$ cat config.mk
export PLATFORM = sky130hd
export DESIGN_NAME = acmc_ctrl
export DESIGN_NICKNAME = d
export VERILOG_FILES = /design/src/hw/rtl/acmc_pkg.sv /design/src/hw/rtl/acmc_ctrl.sv
export SDC_FILE = /design/constraint.sdc
export NUM_CORES = 1
export LEC_CHECK = 0
export ABC_AREA = 0
export BUFFER_PORTS_ARGS = -buffer_cell sky130_fd_sc_hd__buf_2
export CORE_MARGIN = 2
export CORE_UTILIZATION = 44
export CTS_CLUSTER_DIAMETER = 40
export DETAILED_ROUTE_END_ITERATION = 8
export PLACE_DENSITY_LB_ADDON = 0.15
export SETUP_SLACK_MARGIN = 0.5
export SKIP_CTS_REPAIR_TIMING = 1
export SLEW_MARGIN = 20
export SYNTH_ARGS = -nofsm -noshare
export SYNTH_HDL_FRONTEND = slang
export SYNTH_SLANG_ARGS = --single-unit
$ cat constraint.sdc
create_clock -name clk -period 1.95 [get_ports clk]
set_clock_uncertainty 0.1 [all_clocks]
set_input_delay 0.39 -clock clk [delete_from_list [all_inputs] [get_ports clk]]
set_output_delay 0.39 -clock clk [all_outputs]
set_load 0.01 [all_outputs]
$ cat src/hw/rtl/acmc_pkg.sv
// Shared types and constants of the coverage-preserving mip chain builder.
package acmc_pkg;

  localparam int TEXEL_W    = 32;
  localparam int SCALE_FRAC = 17;
  localparam int SCW        = 21;
  localparam logic [SCW-1:0] SCALE_TOP = SCW'(1) << 20;
  localparam logic [SCW+7:0] CUT_LIMIT = (SCW+8)'(255) << (SCALE_FRAC - 1);
  localparam logic [SCW+7:0] ROUND_HALF = (SCW+8)'(1) << (SCALE_FRAC - 1);

  typedef enum logic [1:0] {
    SW_BASE,
    SW_COUNT,
    SW_APPLY
  } sw_kind_t;

  typedef enum logic [4:0] {
    ST_IDLE,
    ST_RD_LOOK,
    ST_RD_MUL,
    ST_RD_ADDR,
    ST_RD_WAIT,
    ST_RD_OUT,
    ST_BC_START,
    ST_BC_SWEEP,
    ST_LV_CHECK,
    ST_LV_INIT,
    ST_LV_DN,
    ST_LV_TGT,
    ST_FL_R0,
    ST_FL_R1,
    ST_FL_R2,
    ST_FL_R3,
    ST_FL_ACC,
    ST_FL_WRITE,
    ST_BS_INIT,
    ST_BS_MID,
    ST_BS_SWEEP,
    ST_BS_MUL,
    ST_BS_UPD,
    ST_SEL_START,
    ST_SEL_SWEEP,
    ST_SEL_MUL,
    ST_SEL_ABS,
    ST_SEL_DEC,
    ST_AP_START,
    ST_AP_SWEEP,
    ST_LV_NEXT
  } st_t;

  typedef struct packed {
    logic       load;
    logic       build_init;
    logic       sw_start;
    sw_kind_t   kind;
    logic       lv_init;
    logic       lv_dn;
    logic       lv_tgt;
    logic       fl_read;
    logic [1:0] fl_k;
    logic       fl_clr;
    logic       fl_acc;
    logic       fl_write;
    logic       bs_init;
    logic       bs_mid;
    logic       bs_mul;
    logic       bs_upd;
    logic       sel_load;
    logic       sel_mul;
    logic       sel_abs;
    logic       sel_dec;
    logic       lv_next;
    logic       rd_latch;
    logic       rd_look;
    logic       rd_mul;
    logic       rd_issue;
    logic       rd_out;
  } acmc_cmd_t;

  typedef struct packed {
    logic sw_busy;
    logic fl_last;
    logic bs_last;
    logic more;
    logic out_free;
  } acmc_status_t;

endpackage

$ cat src/hw/rtl/acmc_ctrl.sv
// Sequencer of the mip chain builder: loads, reads and the per-level build steps.
module acmc_ctrl (
  input  logic                   clk,
  input  logic                   rst,
  input  logic                   s_tvalid,
  input  logic                   mode,
  input  logic                   last_texel,
  input  acmc_pkg::acmc_status_t status,
  output acmc_pkg::acmc_cmd_t    cmd,
  output logic                   s_tready
);
  import acmc_pkg::*;

  st_t state, state_next;

  always_ff @(posedge clk) begin
    if (rst) begin
      state <= ST_IDLE;
    end else begin
      state <= state_next;
    end
  end

  always_comb begin
    cmd        = '0;
    cmd.kind   = SW_COUNT;
    state_next = state;
    s_tready   = 1'b0;
    case (state)
      ST_IDLE: begin
        s_tready = 1'b1;
        if (s_tvalid) begin
          if (!mode) begin
            cmd.load = 1'b1;
            if (last_texel) begin
              cmd.build_init = 1'b1;
              state_next     = ST_BC_START;
            end
          end else begin
            cmd.rd_latch = 1'b1;
            state_next   = ST_RD_LOOK;
          end
        end
      end
      ST_RD_LOOK: begin
        cmd.rd_look = 1'b1;
        state_next  = ST_RD_MUL;
      end
      ST_RD_MUL: begin
        cmd.rd_mul = 1'b1;
        state_next = ST_RD_ADDR;
      end
      ST_RD_ADDR: begin
        cmd.rd_issue = 1'b1;
        state_next   = ST_RD_WAIT;
      end
      ST_RD_WAIT: begin
        state_next = ST_RD_OUT;
      end
      ST_RD_OUT: begin
        if (status.out_free) begin
          cmd.rd_out = 1'b1;
          state_next = ST_IDLE;
        end
      end
      ST_BC_START: begin
        cmd.sw_start = 1'b1;
        cmd.kind     = SW_BASE;
        state_next   = ST_BC_SWEEP;
      end
      ST_BC_SWEEP: begin
        cmd.kind = SW_BASE;
        if (!status.sw_busy) begin
          state_next = ST_LV_CHECK;
        end
      end
      ST_LV_CHECK: begin
        state_next = status.more ? ST_LV_INIT : ST_IDLE;
      end
      ST_LV_INIT: begin
        cmd.lv_init = 1'b1;
        state_next  = ST_LV_DN;
      end
      ST_LV_DN: begin
        cmd.lv_dn  = 1'b1;
        state_next = ST_LV_TGT;
      end
      ST_LV_TGT: begin
        cmd.lv_tgt = 1'b1;
        state_next = ST_FL_R0;
      end
      ST_FL_R0: begin
        cmd.fl_read = 1'b1;
        cmd.fl_k    = 2'd0;
        cmd.fl_clr  = 1'b1;
        state_next  = ST_FL_R1;
      end
      ST_FL_R1: begin
        cmd.fl_read = 1'b1;
        cmd.fl_k    = 2'd1;
        cmd.fl_acc  = 1'b1;
        state_next  = ST_FL_R2;
      end
      ST_FL_R2: begin
        cmd.fl_read = 1'b1;
        cmd.fl_k    = 2'd2;
        cmd.fl_acc  = 1'b1;
        state_next  = ST_FL_R3;
      end
      ST_FL_R3: begin
        cmd.fl_read = 1'b1;
        cmd.fl_k    = 2'd3;
        cmd.fl_acc  = 1'b1;
        state_next  = ST_FL_ACC;
      end
      ST_FL_ACC: begin
        cmd.fl_acc = 1'b1;
        state_next = ST_FL_WRITE;
      end
      ST_FL_WRITE: begin
        cmd.fl_write = 1'b1;
        state_next   = status.fl_last ? ST_BS_INIT : ST_FL_R0;
      end
      ST_BS_INIT: begin
        cmd.bs_init = 1'b1;
        state_next  = ST_BS_MID;
      end
      ST_BS_MID: begin
        cmd.bs_mid   = 1'b1;
        cmd.sw_start = 1'b1;
        state_next   = ST_BS_SWEEP;
      end
      ST_BS_SWEEP: begin
        if (!status.sw_busy) begin
          state_next = ST_BS_MUL;
        end
      end
      ST_BS_MUL: begin
        cmd.bs_mul = 1'b1;
        state_next = ST_BS_UPD;
      end
      ST_BS_UPD: begin
        cmd.bs_upd = 1'b1;
        state_next = status.bs_last ? ST_SEL_START : ST_BS_MID;
      end
      ST_SEL_START: begin
        cmd.sel_load = 1'b1;
        cmd.sw_start = 1'b1;
        state_next   = ST_SEL_SWEEP;
      end
      ST_SEL_SWEEP: begin
        if (!status.sw_busy) begin
          state_next = ST_SEL_MUL;
        end
      end
      ST_SEL_MUL: begin
        cmd.sel_mul = 1'b1;
        state_next  = ST_SEL_ABS;
      end
      ST_SEL_ABS: begin
        cmd.sel_abs = 1'b1;
        state_next  = ST_SEL_DEC;
      end
      ST_SEL_DEC: begin
        cmd.sel_dec = 1'b1;
        state_next  = ST_AP_START;
      end
      ST_AP_START: begin
        cmd.sw_start = 1'b1;
        cmd.kind     = SW_APPLY;
        state_next   = ST_AP_SWEEP;
      end
      ST_AP_SWEEP: begin
        cmd.kind = SW_APPLY;
        if (!status.sw_busy) begin
          state_next = ST_LV_NEXT;
        end
      end
      ST_LV_NEXT: begin
        cmd.lv_next = 1'b1;
        state_next  = ST_LV_CHECK;
      end
      default: begin
        state_next = ST_IDLE;
      end
    endcase
  end

endmodule

==> metrics.yaml, run 1 <==
ys_async_sr_fraction: 0
synth_ff_type: "dfxtp_1"
htreeDepth: 1
cts_root_buffer: "clkbuf_4"
syn_nets: 125
clockBufferDepth: 2
grt_worst_setup_endpoint: "cmd[26]"
synth_top_area_cell: "nor2_1"
synth_area_leaders: "nor2_1 (16%), dfxtp_1 (13%), a21oi_1 (4.7%)"
synth.yosys.warnings: 0
initial_core_util: 0.485
io_pins: 39
fp.dieW_um: 45.2
synth_top_area_frac: 0.156
synth_cells: 115
gp_congestion: 0.883
numClockSinks: 5
place_area_um2: 1100
tool.error: "[ERROR DPL-0033] detailed placement checks failed during check placement."
seq_area_frac_synth: 0.134
failing_step: "global routing (5_1_grt)"
endpoint_type: "top-level output"
dp_hpwl_um: 1770
ys_types: 47
grt_max_degree: 17
antenna_found_initial: 0
cts_inserted_buffers: 3
synth_edf_count: 0
die_h_um: 45.2
ys_ff_latch: 5
io_buffers: 38
avgSynthCellArea_um2: 6.51
outcome: "did not finish"
rows: 14
synth_area_um2: 748
-- cells by family after synthesis --
group                  Yosys count  share of synthesized area
flip-flops                       5                      0.134
AO/OA/AOI/OAI                   27                      0.306
buffers and inverters           14                     0.0903
AND/OR/NAND/NOR                 67                      0.447
XOR/XNOR                         2                     0.0234
-- per-stage QoR --
| step | cells | setup slack (ns) |
|---|---|---|
| floorplan | 115 | 0.169 |
| global placement | 169 | 0.146 |
| detailed placement | 169 | 0.116 |
| CTS | 173 | -0.151 |
-- synth_stat cells, types with 3 or more instances --
| master | instances |
|---|---|
| inv_1 | 4 |
| nor3_1 | 4 |
| dfxtp_1 | 5 |
| buf_2 | 3 |
| clkbuf_1 | 3 |
| nand3_1 | 3 |
| nand2_1 | 9 |
| nor2_1 | 31 |
| a21oi_1 | 7 |
==> run 2: changes to the inputs <==
--- a/config.mk
+++ b/config.mk
@@ -7,12 +7,10 @@
 export LEC_CHECK = 0
 export ABC_AREA = 0
 export BUFFER_PORTS_ARGS = -buffer_cell sky130_fd_sc_hd__buf_2
-export CORE_MARGIN = 2
-export CORE_UTILIZATION = 44
-export CTS_CLUSTER_DIAMETER = 40
+export CORE_AREA = 2 2 63 65
 export DETAILED_ROUTE_END_ITERATION = 8
+export DIE_AREA = 0 0 65 67
 export PLACE_DENSITY_LB_ADDON = 0.15
-export SETUP_SLACK_MARGIN = 0.5
 export SKIP_CTS_REPAIR_TIMING = 1
 export SLEW_MARGIN = 20
 export SYNTH_ARGS = -nofsm -noshare
==> run 2 against run 1 <==
The flow now finishes, with violations (setup timing). Synthesized cell count did not move. Synthesized area did not move.
==> metrics.yaml, run 2 <==
outcome: "finished with violations"  # was did not finish
failed_checks: "setup timing"
peakVddDrop_mv: 0.401
cp.arrival_ns: 1.51
cp.required_ns: 1.46
cts_root_buffer: "clkbuf_8"  # was clkbuf_4
ys_async_sr_fraction: 0  # unchanged
multiInputGateArea_um2: 603
fmax_mhz: 500
use_met3: 0.0236
initial_core_util: 0.207  # was 0.485
ant_nets: 0
synth_top_area_cell: "nor2_1"  # unchanged
synth_cells: 115  # unchanged
relSlewSlack: 0.727
rsz0062_at_grt: "true"
synthTopCellsByCount: "nor2_1 (31), nand2_1 (9), a21oi_1 (7), dfxtp_1 (5)"  # unchanged
drive_gt1_frac: 0.488
setup_violations: 3
io_pins: 39  # unchanged
synth_area_leaders: "nor2_1 (16%), dfxtp_1 (13%), a21oi_1 (4.7%)"  # unchanged
core_um2: 3610
syn_nets: 125  # unchanged
diodes: 0
grt-busiest-layer: "met2"
gr-usage-met1: 0.174
gp_congestion: 0.857  # was 0.883
clk_pin_slew_ns: 0.04
worst_pin_slew_ns: 0.409
drt_iter0_markers: 41
die_h_um: 67  # was 45.2 µm
worstPathMaxFanout: 8
final_cell_mix: "buf_2 (37), nor2_1 (29), buf_4 (18)"
hold_class: "in2reg"
clk_latency_ns: 0.22
layout.cells.non_filler: 214
synth_area_um2: 748  # unchanged
cts_tree: "done"
htreeDepth: 1  # unchanged
synth_ff_type: "dfxtp_1"  # unchanged
synth.most_common_cell: "nor2_1"  # unchanged
via_per_inst: 4.83
area_growth_syn_to_layout_pct: 55.7
clockBufferDepth: 2  # unchanged
drtPass1Iterations: 4
wirelength_um: 2690
cp-start-kind: "flip-flop"
regArea_um2: 106
rows: 22  # was 14
ys_types: 47  # unchanged
synth_top_area_frac: 0.156  # unchanged
setup_tns_ns: -0.107
cp-end-kind: "primary output"
slew_violations: 0
maxCapViolations: 0
drc: 0
fin_ws_ns: -0.0491
avgSynthCellArea_um2: 6.51  # unchanged
largest_register_ffs: 5
nets: 177
critPathKind: "reg2out"
regMostFlops: "state"
nFillCells: 414
grt-ovfl-total: 0
top_regs: "state (5)"
synth.yosys.warnings: 0  # unchanged
wl_per_cell_um: 12.6
grtUsageMet2: 0.200
grt_max_degree: 14
min_period_ns: 2.00
numClockSinks: 5  # unchanged
antenna_found_initial: 0
fp.dieW_um: 65  # was 45.2 µm
grt_pass1_wl_um: 4300
min_period_over_period: 1.03
io_buffers: 38  # unchanged
layout_commonest_cell: "buf_2"
num_vias: 1034
synth_edf_count: 0  # unchanged
finalHoldViolCount: 0
seq_area_frac_synth: 0.134  # unchanged
ys_ff_latch: 5  # unchanged
dp.cells: 207  # was 169
grt_pass1_vias: 876
grtUsageTotal: 0.129
dp_hpwl_um: 2130  # was 1770 µm
cts_inserted_buffers: 3  # unchanged
p_leak_nw: 0.534
die_area_um2: 4360
power.density_nw_per_um2: 1340
-- run 2: worst max-delay path, cell delays in order, from the launching register on --
cell	delay [ns]
dfxtp_2	0.34
or3_4	0.40
nor2_4	0.13
nand2_2	0.06
nor2_2	0.12
and2_4	0.15
buf_6	0.09
-- run 2: final cells by class --
type / count / area share
repair buffers: 56 / 0.285
well taps: 48 / 0.0516
multi-input cells: 96 / 0.518
flip-flops and latches: 5 / 0.0913
clock buffers: 4 / 0.0387
inverters: 5 / 0.0161
-- run 2: routing by layer --
metal / share of wire / vias up / wire length, µm
met5: 0 / - / 0
met4: 0.016 / 0 / 44
met3: 0.054 / 4 / 146
met2: 0.45 / 35 / 1210
met1: 0.48 / 483 / 1290
li1: - / 512 / -
-- run 2: metrics by stage --
stage | total power, W | cell area (µm²) | hold WS [ns] | util | setup WS, ns
floorplan | 0.000915 | 751 | 0.358 | - | 0.0390
global placement | 0.00126 | 1060 | 0.559 | 0.295 | 0.120
detailed placement | 0.00127 | 1060 | 0.565 | 0.295 | 0.0836
CTS | 0.00147 | 1110 | 0.328 | 0.308 | -0.162
global route | 0.00170 | 1160 | 0.320 | 0.323 | -0.136
finish | 0.00156 | 1160 | 0.323 | 0.323 | -0.0491
-- run 2: kinds of logic after synthesis --
| kind of cell | after synthesis | synth area share |
|---|---|---|
| AND/OR/NAND/NOR | 67 | 0.447 |
| AO/OA/AOI/OAI | 27 | 0.306 |
| buffers and inverters | 14 | 0.0903 |
| flip-flops | 5 | 0.134 |
| XOR/XNOR | 2 | 0.0234 |
-- run 2: report_power, final --
group	internal (W)	switching (W)	total, W	leakage [nW]
clock network	0.000141	0.0000539	0.000194	0.0228
registers	0.000152	0.0000845	0.000236	0.0430
logic	0.000519	0.000608	0.00113	0.468
-- run 2: path summary, 6_finish.rpt --
check                start  endpoint  slack, ns  cells after the start
hold / removal         rst  state[2]       0.32                      2
setup reg to reg  state[4]  state[0]       0.15                      6
setup / recovery  state[4]   cmd[26]      -0.05                      6
hold reg to reg   state[2]  state[4]       0.63                      3
No activity file was read; power rests on OpenSTA's default activity.
==> run 3: changes to the inputs <==
--- a/config.mk
+++ b/config.mk
@@ -11,8 +11,8 @@
 export DETAILED_ROUTE_END_ITERATION = 8
 export DIE_AREA = 0 0 65 67
 export PLACE_DENSITY_LB_ADDON = 0.15
+export REMOVE_ABC_BUFFERS = 1
 export SKIP_CTS_REPAIR_TIMING = 1
-export SLEW_MARGIN = 20
 export SYNTH_ARGS = -nofsm -noshare
 export SYNTH_HDL_FRONTEND = slang
 export SYNTH_SLANG_ARGS = --single-unit
==> run 3 against run 2 <==
The flow still finishes with violations (setup timing). Worst hold slack better by 0.0086 ns. Critical path depth unchanged. Via count down 3.4%. Sequential power up 20%. Sequential cell count unchanged. Total power down 2.6%. First-iteration DRC count up 22%. Largest power group unchanged. Critical endpoint unchanged. Die area unchanged. Non-clock buffer count down 3. Sequential share of layout area up 0.75 points. Final cell count down 1.4%. Clock power about the same.
==> metrics.yaml, run 3 (synthesized netlist as in run 2, its figures left out) <==
failed_checks: "setup timing"  # unchanged
cts_tree: "done"  # unchanged
critPathKind: "reg2out"  # unchanged
worstPathMaxFanout: 7  # was 8
rsz0062_at_grt: "true"  # unchanged
ant_nets: 0  # unchanged
clk_pin_slew_ns: 0.04  # about the same
via_per_inst: 4.73  # was 4.83
dp.cells: 206  # was 207
fmax_mhz: 504  # was 500 MHz
grt-ovfl-total: 0  # unchanged
cp-start-kind: "flip-flop"  # unchanged
drc: 0  # unchanged
min_period_ns: 1.98  # was 2.00 ns
p_leak_nw: 0.525  # was 0.534 nW
largest_register_ffs: 5  # unchanged
reg2regPathDepth: 6  # unchanged
hold_class: "in2reg"  # unchanged
fp.dieW_um: 65  # unchanged
min_period_over_period: 1.02  # was 1.03
clockBufferDepth: 2  # unchanged
cp-end-kind: "primary output"  # unchanged
maxCapViolations: 0  # unchanged
clk_latency_ns: 0.22  # about the same
worst_pin_slew_ns: 0.377  # was 0.409 ns
regArea_um2: 114  # was 106 µm²
grt_max_degree: 15  # was 14
rows: 22  # unchanged
multiInputGateArea_um2: 608  # was 603 µm²
gp_congestion: 0.827  # was 0.857
slew_violations: 0  # unchanged
cp.arrival_ns: 1.49  # was 1.51 ns
wl_per_cell_um: 12.7  # was 12.6 µm
top_regs: "state (5)"  # unchanged
diodes: 0  # unchanged
cts_root_buffer: "clkbuf_8"  # unchanged
num_vias: 999  # was 1034
layout.cells.non_filler: 211  # was 214
numClockSinks: 5  # unchanged
io_pins: 39  # unchanged
grt_pass1_wl_um: 4080  # was 4300 µm
core_um2: 3610  # unchanged
fin_ws_ns: -0.0329  # was -0.0491 ns
antenna_found_initial: 0  # unchanged
grtUsageTotal: 0.117  # was 0.129
critPathMaxStageDelay_ns: 0.41  # was 0.40 ns
peakVddDrop_mv: 0.266  # was 0.401 mV
area_growth_syn_to_layout_pct: 54.0  # was 55.7%
drt_iter0_markers: 50  # was 41
relSlewSlack: 0.742  # was 0.727
drtPass1Iterations: 4  # unchanged
place_area_um2: 1050  # was 1060 µm²
io_buffers: 38  # unchanged
slowest_stage: "or3_4"  # unchanged
cts_inserted_buffers: 3  # unchanged
hold_depth: 2  # unchanged
fin_area_um2: 1150  # was 1160 µm²
dp_hpwl_um: 2070  # was 2130 µm
final_cell_mix: "buf_2 (38), nor2_1 (30), buf_4 (14)"  # was buf_2 (37), nor2_1 (29), buf_4 (18)
outcome: "finished with violations"  # unchanged
finalHoldViolCount: 0  # unchanged
cp_cell_sequence: "or3_4 -> nor2_4 -> nand2_1 -> nor2_1 -> and2_1 -> buf_2"  # was or3_4 -> nor2_4 -> nand2_2 -> nor2_2 -> and2_4 -> buf_6
grt_pass1_vias: 899  # was 876
nFillCells: 403  # was 414
regMostFlops: "state"  # unchanged
layout_commonest_cell: "buf_2"  # unchanged
initial_core_util: 0.207  # unchanged
die_h_um: 67  # unchanged
die_area_um2: 4360  # unchanged
htreeDepth: 1  # unchanged
nets: 174  # was 177
power.density_nw_per_um2: 1320  # was 1340 nW/µm²
drive_gt1_frac: 0.479  # was 0.488
cp.required_ns: 1.46  # about the same
wirelength_um: 2670  # was 2690 µm
setup_violations: 1  # was 3
utilization: 0.320  # was 0.323
-- run 3: power breakdown --
group / switching, W / total [W] / internal [W]
sequential: 0.000120 / 0.000284 / 0.000164
combinational: 0.000567 / 0.00104 / 0.000476
clock: 0.0000505 / 0.000191 / 0.000140
total: 0.000737 / 0.00152 / 0.000780
-- run 3: per-layer routing --
metal / routed length [µm] / part of all wire / vias up / track usage
li1: - / - / 504 / -
met5: 0 / 0 / - / 0
met1: 1190 / 0.45 / 458 / 0.157
met3: 161 / 0.060 / 4 / 0.0186
met4: 40 / 0.015 / 0 / 0.0479
met2: 1280 / 0.48 / 33 / 0.187
-- run 3: area by class of cell --
| class | count | share of cell area |
|---|---|---|
| Clock buffer | 4 | 0.0391 |
| Inverter | 5 | 0.0163 |
| Timing Repair Buffer | 53 | 0.266 |
| Multi-Input combinational cell | 96 | 0.528 |
| Sequential cell | 5 | 0.0988 |
| Tap cell | 48 | 0.0521 |
-- run 3: metrics by stage --
stage / worst slack (ns) / TNS, ns / power [W] / hold slack (ns)
after detailed placement: 0.0172 / 0 / 0.00123 / 0.564
final: -0.0329 / -0.0329 / 0.00152 / 0.331
after global routing: -0.0870 / -0.107 / 0.00164 / 0.344
after floorplan: -0.191 / -0.191 / 0.000836 / 0.358
after global placement: 0.0276 / 0 / 0.00124 / 0.563
after CTS: -0.212 / -1.13 / 0.00143 / 0.334
-- run 3: critical path: cells and delay by family, from the launching register on --
family                 cells  cell delay [ns]
buffers and inverters      1             0.12
AND/OR/NAND/NOR            5             0.79
flip-flops                 1             0.36
-- run 3: worst paths after layout --
| check | to | from | slack, ns |
|---|---|---|---|
| setup reg to reg | state[2] | state[0] | 0.18 |
| hold reg to reg | state[3] | state[3] | 0.49 |
| setup / recovery | cmd[26] | state[0] | -0.03 |
| hold / removal | state[2] | rst | 0.33 |
